[config.mk]
export PLATFORM = sky130hd
export DESIGN_NAME = gamepad_button_edge_repeat
export DESIGN_NICKNAME = d
export VERILOG_FILES = /design/src/rtl/gbe_pkg.sv /design/src/rtl/gbe_port_unit.sv /design/src/rtl/gbe_emitter.sv /design/src/rtl/gamepad_button_edge_repeat.sv
export VERILOG_INCLUDE_DIRS = /design/src /design/src/rtl
export SDC_FILE = /design/constraint.sdc
export NUM_CORES = 2
export LEC_CHECK = 0
export ABC_AREA = 1
export BUFFER_PORTS_ARGS = -buffer_cell sky130_fd_sc_hd__buf_2
export CAP_MARGIN = 20
export CORE_UTILIZATION = 58
export CTS_BUF_LIST = sky130_fd_sc_hd__clkbuf_8
export CTS_CLUSTER_SIZE = 30
export DETAILED_ROUTE_END_ITERATION = 10
export GPL_TIMING_DRIVEN = 0
export PLACE_DENSITY = 0.79
export SYNTH_ARGS = -nofsm -noshare
export SYNTH_HDL_FRONTEND = slang
export SYNTH_SLANG_ARGS = --single-unit
[constraint.sdc]
create_clock -name clk -period 5.2 [get_ports clk]
set_input_delay 0.26 -clock clk [delete_from_list [all_inputs] [get_ports clk]]
set_output_delay 0.26 -clock clk [all_outputs]
set_load 0.02 [all_outputs]
[src/rtl/assert_macros.svh]
// ---------------------------------------------------------------------------
// Assertion macros
// Shared concurrent assertion forms, clocked and reset-qualified.
// ---------------------------------------------------------------------------
`ifndef ASSERT_MACROS_SVH
`define ASSERT_MACROS_SVH

// Same-cycle implication.
`define GBE_ASSERT_IMP(label, clk, rst_n, a, b) \
  label: assert property (@(posedge clk) disable iff (!rst_n) (a) |-> (b)) \
    else $error("assertion failed");

// Next-cycle implication.
`define GBE_ASSERT_NXT(label, clk, rst_n, a, b) \
  label: assert property (@(posedge clk) disable iff (!rst_n) (a) |=> (b)) \
    else $error("assertion failed");

`endif

[src/rtl/gbe_pkg.sv]
// ---------------------------------------------------------------------------
// gbe_pkg
// Types and constants shared by the gamepad edge and auto-repeat block.
// ---------------------------------------------------------------------------
`timescale 1ns / 1ps

package gbe_pkg;

  // Default count of ports, and maximum count of records per collect.
  localparam int PORTS_DEF = 4;
  localparam int MAXREC    = 4;

  // Reset values of the configuration registers.
  localparam logic [7:0] DELAY_RESET    = 8'd30;
  localparam logic [7:0] INTERVAL_RESET = 8'd5;

  localparam int CD_W      = 9;
  localparam int CFG_IDX_W = 1;

  // Register indexes of the configuration port.
  localparam logic [CFG_IDX_W-1:0] REG_INITIAL_DELAY   = 1'd0;
  localparam logic [CFG_IDX_W-1:0] REG_REPEAT_INTERVAL = 1'd1;

  // Request codes.
  localparam logic REQ_SAMPLE  = 1'b0;
  localparam logic REQ_COLLECT = 1'b1;

  typedef struct packed {
    logic              req_type;
    logic [1:0]        port;
    logic              link_error;
    logic [15:0]       buttons;
    logic signed [7:0] stick_x;
    logic signed [7:0] stick_y;
  } in_word_t;

  typedef struct packed {
    logic [1:0]        out_port;
    logic [15:0]       hold;
    logic [15:0]       tap;
    logic [15:0]       release_res;
    logic [15:0]       repeat_res;
    logic signed [7:0] pub_stick_x;
    logic signed [7:0] pub_stick_y;
    logic              connected;
    logic [2:0]        connected_count;
    logic [1:0]        main_port;
    logic              main_valid;
    logic              last;
  } out_word_t;

  // Published record of one port.
  typedef struct packed {
    logic [15:0]       hold;
    logic [15:0]       tap;
    logic [15:0]       rel;
    logic [15:0]       rep;
    logic signed [7:0] sx;
    logic signed [7:0] sy;
  } pub_rec_t;

  // Per-port update strobes.
  typedef struct packed {
    logic sample_we;
    logic collect_we;
  } port_ctl_t;

  // Collect summary handed to the emitter.
  typedef struct packed {
    logic              start;
    logic [MAXREC-1:0] conn;
    logic [2:0]        count;
    logic [1:0]        main_port;
    logic              found;
  } emit_start_t;

endpackage

[src/rtl/gbe_port_unit.sv]
// ---------------------------------------------------------------------------
// gbe_port_unit
// State of one gamepad port: edge detection, repeat countdown, accumulators
// and the published record.
// ---------------------------------------------------------------------------
`timescale 1ns / 1ps

module gbe_port_unit (
  input  logic              clk,
  input  logic              rst_n,
  input  gbe_pkg::port_ctl_t ctl,
  input  gbe_pkg::in_word_t  smp,
  input  logic [7:0]        initial_delay,
  input  logic [7:0]        repeat_interval,
  output logic              connected,
  output gbe_pkg::pub_rec_t pub
);

  logic [15:0]              held_r, held_nxt;
  logic [gbe_pkg::CD_W-1:0] cd_r, cd_nxt;
  logic [15:0]              tap_r, tap_nxt;
  logic [15:0]              rel_r, rel_nxt;
  logic [15:0]              rep_r, rep_nxt;
  logic signed [7:0]        sx_r, sx_nxt;
  logic signed [7:0]        sy_r, sy_nxt;
  logic                     err_r, err_nxt;
  gbe_pkg::pub_rec_t        pub_r, pub_nxt;

  logic [15:0] diff, press, rls, strobe;

  // Edge detection and repeat countdown for a good sample, and publishing at a collect.
  always_comb begin
    diff     = smp.buttons ^ held_r;
    press    = diff & smp.buttons;
    rls      = diff & held_r;
    held_nxt = held_r;
    cd_nxt   = cd_r;
    tap_nxt  = tap_r;
    rel_nxt  = rel_r;
    rep_nxt  = rep_r;
    sx_nxt   = sx_r;
    sy_nxt   = sy_r;
    err_nxt  = err_r;
    pub_nxt  = pub_r;
    strobe   = '0;
    if (diff != 16'd0) begin
      strobe = press;
    end else if (cd_r <= 9'd1) begin
      strobe = smp.buttons;
    end
    if (ctl.sample_we) begin
      err_nxt = smp.link_error;
      if (!smp.link_error) begin
        if (diff != 16'd0) begin
          cd_nxt = {1'b0, initial_delay};
        end else if (cd_r <= 9'd1) begin
          cd_nxt = {1'b0, repeat_interval};
        end else begin
          cd_nxt = cd_r - 9'd1;
        end
        held_nxt = smp.buttons;
        sx_nxt   = smp.stick_x;
        sy_nxt   = smp.stick_y;
        tap_nxt  = tap_r | press;
        rel_nxt  = rel_r | rls;
        rep_nxt  = rep_r | strobe;
      end
    end else if (ctl.collect_we && !err_r) begin
      // Publish and clear the accumulators of a connected port.
      pub_nxt.hold = held_r;
      pub_nxt.tap  = tap_r;
      pub_nxt.rel  = rel_r;
      pub_nxt.rep  = rep_r;
      pub_nxt.sx   = sx_r;
      pub_nxt.sy   = sy_r;
      tap_nxt      = '0;
      rel_nxt      = '0;
      rep_nxt      = '0;
    end
  end

  // Port state registers.
  always_ff @(posedge clk) begin
    if (!rst_n) begin
      held_r <= '0;
      cd_r   <= {1'b0, gbe_pkg::DELAY_RESET};
      tap_r  <= '0;
      rel_r  <= '0;
      rep_r  <= '0;
      sx_r   <= '0;
      sy_r   <= '0;
      err_r  <= 1'b1;
      pub_r  <= '0;
    end else begin
      held_r <= held_nxt;
      cd_r   <= cd_nxt;
      tap_r  <= tap_nxt;
      rel_r  <= rel_nxt;
      rep_r  <= rep_nxt;
      sx_r   <= sx_nxt;
      sy_r   <= sy_nxt;
      err_r  <= err_nxt;
      pub_r  <= pub_nxt;
    end
  end

  assign connected = !err_r;
  assign pub       = pub_r;

endmodule

[src/rtl/gbe_emitter.sv]
// ---------------------------------------------------------------------------
// gbe_emitter
// Sends the published records of one collect through the output register,
// one word a cycle while out_stall is low.
// ---------------------------------------------------------------------------
`timescale 1ns / 1ps

module gbe_emitter #(
  parameter int PORTS = gbe_pkg::PORTS_DEF
) (
  input  logic                                  clk,
  input  logic                                  rst_n,
  input  gbe_pkg::emit_start_t                  go,
  input  gbe_pkg::pub_rec_t [gbe_pkg::MAXREC-1:0] recs,
  output logic                                  busy,
  output logic                                  out_valid,
  input  logic                                  out_stall,
  output gbe_pkg::out_word_t                    out_word
);

  localparam int NREC = (PORTS < gbe_pkg::MAXREC) ? PORTS : gbe_pkg::MAXREC;
  localparam logic [1:0] LAST_IDX = 2'(NREC - 1);

  logic                      busy_r, busy_nxt;
  logic [1:0]                idx_r, idx_nxt;
  logic [gbe_pkg::MAXREC-1:0] conn_r, conn_nxt;
  logic [2:0]                count_r, count_nxt;
  logic [1:0]                main_r, main_nxt;
  logic                      found_r, found_nxt;
  logic                      ov_r, ov_nxt;
  gbe_pkg::out_word_t        ow_r, ow_nxt;
  logic                      load;

  // Record sequencer and output register control.
  always_comb begin
    load      = busy_r && (!ov_r || !out_stall);
    busy_nxt  = busy_r;
    idx_nxt   = idx_r;
    conn_nxt  = conn_r;
    count_nxt = count_r;
    main_nxt  = main_r;
    found_nxt = found_r;
    ov_nxt    = ov_r;
    ow_nxt    = ow_r;
    if (!out_stall) begin
      ov_nxt = 1'b0;
    end
    if (go.start) begin
      // Snapshot the connection summary at the collect.
      busy_nxt  = 1'b1;
      idx_nxt   = '0;
      conn_nxt  = go.conn;
      count_nxt = go.count;
      main_nxt  = go.main_port;
      found_nxt = go.found;
    end else if (load) begin
      ov_nxt                 = 1'b1;
      ow_nxt.out_port        = idx_r;
      ow_nxt.hold            = recs[idx_r].hold;
      ow_nxt.tap             = recs[idx_r].tap;
      ow_nxt.release_res     = recs[idx_r].rel;
      ow_nxt.repeat_res      = recs[idx_r].rep;
      ow_nxt.pub_stick_x     = recs[idx_r].sx;
      ow_nxt.pub_stick_y     = recs[idx_r].sy;
      ow_nxt.connected       = conn_r[idx_r];
      ow_nxt.connected_count = count_r;
      ow_nxt.main_port       = main_r;
      ow_nxt.main_valid      = found_r;
      ow_nxt.last            = (idx_r == LAST_IDX);
      idx_nxt                = idx_r + 2'd1;
      if (idx_r == LAST_IDX) begin
        busy_nxt = 1'b0;
      end
    end
  end

  // Control registers take reset; the payload does not.
  always_ff @(posedge clk) begin
    if (!rst_n) begin
      busy_r <= 1'b0;
      ov_r   <= 1'b0;
      idx_r  <= '0;
    end else begin
      busy_r <= busy_nxt;
      ov_r   <= ov_nxt;
      idx_r  <= idx_nxt;
    end
  end

  always_ff @(posedge clk) begin
    conn_r  <= conn_nxt;
    count_r <= count_nxt;
    main_r  <= main_nxt;
    found_r <= found_nxt;
    ow_r    <= ow_nxt;
  end

  assign busy      = busy_r;
  assign out_valid = ov_r;
  assign out_word  = ow_r;

endmodule

[src/rtl/gamepad_button_edge_repeat.sv]
// One word is accepted every cycle unless a waiting collect stalls the
// input. A sample word updates its port's edge and repeat state from the
// input register and produces no result. A collect word publishes every
// connected port, then the record sequencer sends min(PORTS, 4) result
// words through the output register on consecutive cycles while out_stall
// is low; out_stall holds each word in place. Samples keep flowing
// meanwhile, while a following collect waits in the input register until
// the sequencer has loaded the last word of the previous collect.
// ---------------------------------------------------------------------------
// gamepad_button_edge_repeat
// Button edge detection with auto-repeat for several gamepad ports.
// ---------------------------------------------------------------------------
`timescale 1ns / 1ps
`include "assert_macros.svh"

module gamepad_button_edge_repeat #(
  parameter int PORTS = gbe_pkg::PORTS_DEF
) (
  input  logic                          clk,
  input  logic                          rst_n,
  input  logic                          in_valid,
  output logic                          in_stall,
  input  gbe_pkg::in_word_t             in_word,
  output logic                          out_valid,
  input  logic                          out_stall,
  output gbe_pkg::out_word_t            out_word,
  input  logic                          cfg_we,
  input  logic [gbe_pkg::CFG_IDX_W-1:0] cfg_index,
  input  logic [7:0]                    cfg_wdata
);

  // Ports that have a record slot in the sequencer.
  localparam int NLIVE = (PORTS < gbe_pkg::MAXREC) ? PORTS : gbe_pkg::MAXREC;

  logic              in_valid_r, in_valid_nxt;
  gbe_pkg::in_word_t in_r, in_nxt;
  logic [7:0]        delay_r, delay_nxt;
  logic [7:0]        interval_r, interval_nxt;

  logic                   accept, consume, is_collect, emit_busy;
  logic [PORTS-1:0]       conn;
  gbe_pkg::pub_rec_t      pub [PORTS];
  gbe_pkg::pub_rec_t [gbe_pkg::MAXREC-1:0] recs;
  gbe_pkg::emit_start_t   go;

  // Input register: a sample always drains, a collect waits for the sequencer.
  assign is_collect = (in_r.req_type == gbe_pkg::REQ_COLLECT);
  assign consume    = in_valid_r && (!is_collect || !emit_busy);
  assign in_stall   = in_valid_r && !consume;
  assign accept     = in_valid && !in_stall;

  always_comb begin
    in_valid_nxt = in_valid_r;
    in_nxt       = in_r;
    if (accept) begin
      in_valid_nxt = 1'b1;
      in_nxt       = in_word;
    end else if (consume) begin
      in_valid_nxt = 1'b0;
    end
  end

  // Configuration writes.
  always_comb begin
    delay_nxt    = delay_r;
    interval_nxt = interval_r;
    if (cfg_we) begin
      case (cfg_index)
        gbe_pkg::REG_INITIAL_DELAY:   delay_nxt    = cfg_wdata;
        gbe_pkg::REG_REPEAT_INTERVAL: interval_nxt = cfg_wdata;
        default: ;
      endcase
    end
  end

  always_ff @(posedge clk) begin
    if (!rst_n) begin
      in_valid_r <= 1'b0;
      delay_r    <= gbe_pkg::DELAY_RESET;
      interval_r <= gbe_pkg::INTERVAL_RESET;
    end else begin
      in_valid_r <= in_valid_nxt;
      delay_r    <= delay_nxt;
      interval_r <= interval_nxt;
    end
  end

  always_ff @(posedge clk) begin
    in_r <= in_nxt;
  end

  // Per-port state.
  for (genvar i = 0; i < PORTS; i++) begin : g_port
    gbe_pkg::port_ctl_t ctl;
    assign ctl.sample_we  = consume && !is_collect && ({1'b0, in_r.port} == 3'(i));
    assign ctl.collect_we = consume && is_collect;
    gbe_port_unit u_port (
      .clk             (clk),
      .rst_n           (rst_n),
      .ctl             (ctl),
      .smp             (in_r),
      .initial_delay   (delay_r),
      .repeat_interval (interval_r),
      .connected       (conn[i]),
      .pub             (pub[i])
    );
  end

  // Records visible to the sequencer; ports past PORTS are never sent.
  for (genvar k = 0; k < gbe_pkg::MAXREC; k++) begin : g_rec
    if (k < PORTS) begin : g_live
      assign recs[k] = pub[k];
    end else begin : g_none
      assign recs[k] = '0;
    end
  end

  // Connection summary: per-record flags, count and lowest connected port.
  always_comb begin
    go.conn = '0;
    for (int k = 0; k < NLIVE; k++) begin
      go.conn[k] = conn[k];
    end
    go.main_port = '0;
    for (int p = PORTS - 1; p >= 0; p--) begin
      if (conn[p]) begin
        go.main_port = 2'(p);
      end
    end
    go.found = |conn;
    go.count = 3'($countones(conn));
    go.start = consume && is_collect;
  end

  gbe_emitter #(
    .PORTS (PORTS)
  ) u_emit (
    .clk       (clk),
    .rst_n     (rst_n),
    .go        (go),
    .recs      (recs),
    .busy      (emit_busy),
    .out_valid (out_valid),
    .out_stall (out_stall),
    .out_word  (out_word)
  );

  // A collect that drains always starts the record sequencer.
  `GBE_ASSERT_NXT(a_collect_starts, clk, rst_n, go.start, emit_busy)
  // Back-pressure on the input only ever comes from a waiting collect.
  `GBE_ASSERT_IMP(a_stall_cause, clk, rst_n, in_stall, in_valid_r && is_collect && emit_busy)
  // Summary fields of a result word agree with each other.
  `GBE_ASSERT_IMP(a_summary, clk, rst_n, out_valid,
                  out_word.main_valid == (out_word.connected_count != 3'd0))

endmodule
# Word level (Yosys, flattened, before mapping)
# Cells that the tools add are included.
# totals
register_bits,837
elab_cells,254
# classes
n_eq_ne,8
n_lt_le_gt_ge,5
muxes,59
bitwise_logic,32
n_reduce_logical,57
addsub,8
# op_table
operator,n
2-to-1 mux 16 bit,36
OR 16 bit,12
binary-select mux 80 bit (select 2 bit),1
bitwise AND 16 bit,8
2-to-1 mux 80 bit,1
2-to-1 mux 9 bit,8
nonzero test 16 bit,4
XOR 16 bit,4
<= comparator 9 x 1 -> 1 bit (second input constant),4
subtractor 9 x 1 -> 9 bit (second input constant),4
AND reduction 2 bit,17
logical AND 1 bit,14
nonzero test 2 bit,7
logical NOT 1 bit,10
2-to-1 mux 1 bit,10
inequality test 2 bit (second input constant),4
NOT 1 bit,8
equality test 2 bit (second input constant),3
adder 1 x 1 -> 2 bit,2
2-to-1 mux 2 bit,2
OR reduction 4 bit,1
adder 2 x 2 -> 3 bit,1
less-than comparator 2 x 3 -> 1 bit (second input constant),1
adder 2 x 1 -> 2 bit (second input constant),1
other kinds (5),6

# Depth between registers and ports, before layout
# logic_depth
depth_word,8
depth_mapped,12
depth_no_buf,11

# By module
# From an unflattened synthesis, not the netlist that was laid out.
# hier_totals
hier_cells,4632
hier_area_um2,36904.1
# by_module_without_submodules
module,instances,cells_each,area_each_um2
gbe_port_unit,4,935,7164.4
gbe_emitter,1,744,6359.8
gamepad_button_edge_repeat,1,148,1886.8

# Worst setup path after synthesis
# Ideal clock, no wire load.
# synth_timing
path_kind,reg2reg
from,reg u_emit.ov_r (netlist: u_emit.out_valid)
to,reg u_emit.idx_r[0]
path_stages_with_launch,7
t_arrival_ns,4.882
required_time_ns,5.077
setup_time_ns,0.123
setup_slack_ns,0.195
period_less_slack_ns,5.005
cell_sequence,dfxtp_1 -> nand2_1 -> inv_1 -> nor2_1 -> inv_1 -> nand2_1 -> a21oi_1
# synth_via
elab_chain_len,3
# synth_rtl
item,line,rtl
start: declaration,gbe_emitter.sv:30,"logic ov_r, ov_nxt;"
start signal: assignment,gbe_emitter.sv:85,ov_r <= ov_nxt;
logical NOT 1 bit,gbe_emitter.sv:36,load = busy_r && (!ov_r || !out_stall);
logical OR 1 bit,gbe_emitter.sv:36,
logical AND 1 bit,gbe_emitter.sv:36,
end signal: assignment,gbe_emitter.sv:86,idx_r <= idx_nxt;
end: declaration,gbe_emitter.sv:25,"logic [1:0] idx_r, idx_nxt;"
# No other way between the ends.
# A chain may end at the register's enable or synchronous reset.

# Worst setup path in the final report
# layout_timing
from,reg in_r[29] (netlist name)
to,reg g_port[3].u_port.rep_r[14]
# layout_via
elab_chain_len,6
# layout_rtl
item,line,rtl
start: declaration,gamepad_button_edge_repeat.sv:36,"gbe_pkg::in_word_t in_r, in_nxt;"
start signal: assignment,gamepad_button_edge_repeat.sv:89,in_r <= in_nxt;
XOR 16 bit,gbe_port_unit.sv:33,diff = smp.buttons ^ held_r;
nonzero test 16 bit,gbe_port_unit.sv:46,if (diff != 16'd0) begin
2-to-1 mux 16 bit,gbe_port_unit.sv:46,
OR 16 bit,gbe_port_unit.sv:66,rep_nxt = rep_r | strobe;
2-to-1 mux 16 bit,gbe_port_unit.sv:53,if (!smp.link_error) begin
2-to-1 mux 16 bit,gbe_port_unit.sv:51,if (ctl.sample_we) begin
end signal: assignment,gbe_port_unit.sv:99,rep_r <= rep_nxt;
end: declaration,gbe_port_unit.sv:23,"logic [15:0] rep_r, rep_nxt;"
# No other way between the ends. The select of a mux whose other input is x is not followed.

==> run metrics <==
status=completed; EDFF count, synth=136; Ys Warns=0; largest net degree at the start of global routing=37; GRT Total Usage=0.436; Seq. cell area=18100 sq um; Lkg Pwr=16.5 nW; Peak VDD IR=0.000286 V; Post-Route Utilization=0.673; f_max=0.248 GHz; post-synthesis compound-gate area fraction=0.177; post-synth top area cell=dfxtp_1; Die Wd=246 um; Setup violations, final=0; cell area after placement=36300 sq um; Multi-input gate area=14000 sq um; CP max stage delay=1000 ps; Worst Hold Depth=2; Slew @ Worst Pin=1190 ps; net switching power=0.00345 W; count of different cell masters after synthesis=33; vias=32900; Final Hold Viols=0; clock root buffer=clkbuf_8; CTS tree=built; most common cell in the netlist=nor2_1; Seq pwr share=0.504; Seq/Total Area, Yosys=0.524; unrepaired setup endpoints after global routing=no; Post-DP HPWL=98600 um; clk_skew=40.6 ps; Post-Synth Simple-Gate Area=0.172; Die Y=246 um; worst r2r src=in_r[29]; Synth Flop Type=dfxtp_1; Synth Area in XOR/XNOR=0.00355; crit share post-route=0.776; # rows=89; worst hold path class=input pin to register; Layout Nets=4778; max-slew violations=0; crit path max fanout=10; register bit total from synthesis=837; Post-Syn Instances=4249; port buffer count=140; Sink Count=837; Synth Net Count=4440; CP cell instances=inv_1 -> ha_1 -> nand2_1 -> nor2_1 -> nand2_1 -> nor2_1 -> inv_1 -> nand3_1 -> nand2_1 -> nor2_1 -> nor2_1; Cell Area, Synth=34600 sq um; most instantiated cells after synthesis=nor2_1 (725), dfxtp_1 (701), o21ai_0 (653); slew margin rel.=0.201; Worst EP required=5920 ps; grt ovf=0; WHS=142 ps; r2r worst-path depth=11; clock power share=0.436; P&R area growth vs syn=14.7%; reg2reg setup slack=1170 ps; Max-cap violations=0; # H-tree levels=4; initial antenna violation count=7; Worst R2R End=g_port[3].u_port.rep_r[14]; min Tclk post-route=4030 ps; ys async rst share=0; first-pass GRT wire length=190000 um; DRT Wirelength=134000 um; gpl congestion=1.07; Hold EP=in_r[5]; fillers=4923; Comb pwr share=0.060; kind of critical path=register to register; vias in the first global route=29900; Pint=0.00999 W; hold path start=in_word[5]; Initial Utilization=0.587; Reg clk slew, reported paths=60 ps; mux contribution to synthesized area=0; Final ANT Viol Nets=0; DR DRC count=0; largest cells by area after synthesis=dfxtp_1 (41%), edfxtp_1 (12%), o21ai_0 (9.5%), nor2_1 (7.9%), a21oi_1 (6.6%); syn_area_per_cell=8.13 sq um; final instance area=39700 sq um; worst skew pair latency=840 ps; Max clock buf depth=3; DR pass1 iterations=9; die area=60600 sq um; Worst path most repeated cell=nor2_1; IO Pins=142; sw frac=0.256; share of layout cells above drive strength 1=0.101; Power per Cell Area=339 nW/um^2; WP data arrival=4750 ps; 1st-iter DRT viols=4757; largest family of logic cells by synthesized area=compound AO/OA/AOI/OAI gates; slowest CP cell=edfxtp_1; adder-cell share of the synthesized area=0.0513; CTS Buf Count=135; core area=58900 sq um; routed vias/inst=6.01; crit path launch type=register; Final Power=0.0134 W; top-area cell type share of the netlist area=0.406; Critical Path Sink Type=register; Avg WL per Cell=24.4 um; post-CTS sizing=0
-- final cells by class --
| class | instances | share of cell area |
|---|---|---|
| Multi-Input combinational cell | 2790 | 0.352 |
| Tap cell | 773 | 0.0244 |
| Clock buffer | 162 | 0.0562 |
| Sequential cell | 837 | 0.457 |
| Timing Repair Buffer | 201 | 0.0342 |
| Inverter | 352 | 0.0334 |
| Antenna cell | 3 | 0.000189 |
| Buffer | 270 | 0.0296 |
| Clock inverter | 81 | 0.0133 |
-- how the worst max path moves through the flow --
stage | cells past startpoint | end | slack [ps] | startpoint
6_report | 11 | g_port[3].u_port.rep_r[14] | 1170 | in_r[29]
5_1_grt | 11 | g_port[3].u_port.rep_r[14] | 1320 | in_r[29]
4_1_cts | 11 | g_port[3].u_port.rep_r[14] | 1600 | in_r[29]
3_5_place_dp | 11 | g_port[3].u_port.rep_r[14] | 1620 | in_r[29]
3_3_place_gp | 6 | u_emit.idx_r[1] | -2580 | out_stall
2_1_floorplan | 6 | u_emit.idx_r[0] | 200 | u_emit.out_valid
-- per-layer routing --
layer	track usage	wire length, um	up-vias	part of all wire
met5	0	25	-	0.00019
met4	0.349	12300	4	0.092
met3	0.109	16000	567	0.12
met2	0.638	55800	2292	0.42
met1	0.547	49400	15200	0.37
li1	-	-	14800	-
-- critical path, delay by kind of cell, from the launching register on --
| kind | cells | cell delay (ps) |
|---|---|---|
| and+or+nand+nor | 8 | 1330 |
| adders and majority gates | 1 | 510 |
| buffers and inverters | 2 | 1070 |
| DFF | 1 | 1000 |
-- sequential cells by signal, summed over array words and instances (netlist names), 35 cells and up --
| register | cells |
|---|---|
| g_port.u_port.cd_r | 36 |
| g_port.u_port.pub | 320 |
| in_r | 35 |
| g_port.u_port.held_r | 64 |
| g_port.u_port.rel_r | 64 |
| g_port.u_port.rep_r | 64 |
| g_port.u_port.tap_r | 64 |
| u_emit.out_word | 90 |
-- power groups by stage --
| stage | logic [W] | registers, W | clock network, W |
|---|---|---|---|
| after floorplan | 0.000378 | 0.00689 | 0 |
| after global placement | 0.000709 | 0.00691 | 0 |
| after detailed placement | 0.000726 | 0.00691 | 0 |
| after CTS | 0.000763 | 0.00677 | 0.00583 |
| after global routing | 0.000839 | 0.00677 | 0.00613 |
| final | 0.000805 | 0.00678 | 0.00586 |
-- placed cells by master (no fill, tap or decap), types with 10 or more instances in the layout --
cell             n
edfxtp_1       136
nand4_1         14
ha_1           140
clkbuf_8       162
a21oi_1        456
nor3_1          53
clkbuf_1       169
o22ai_1         81
nor2_1         724
inv_2           10
nand3_1        223
buf_4           10
o21ai_0        653
nor2_4          10
xnor2_1         12
nand2_1        393
dfxtp_1        701
inv_1          384
dlygate4sd3_1   56
buf_2          226
-- cells by family (layout without fill, tap and decap cells) --
| logic type | count (synthesis) | in the layout |
|---|---|---|
| AOI/OAI and AO/OA | 1198 | 1198 |
| xor gates and xnor gates | 14 | 14 |
| adders and majority gates | 141 | 141 |
| buffers and inverters | 622 | 1066 |
| DFF | 837 | 837 |
| other | 0 | 3 |
| and+or+nand+nor | 1437 | 1437 |
-- metrics by stage --
| stage | cells | setup WS, ps | setup TNS, ps |
|---|---|---|---|
| finish | 5469 | 1170 | 0 |
| global placement | 5162 | -2580 | -179710 |
| detailed placement | 5166 | 1620 | 0 |
| CTS | 5465 | 1600 | 0 |
| floorplan | 4249 | 195 | 0 |
| global route | 5468 | 1320 | 0 |
-- what timing repair did --
item	in CTS	in global routing
setup buffers	0	0
hold endpoints to repair	66	0
hold buffers	56	0
Note: power is estimated with default switching activity, not from simulation.
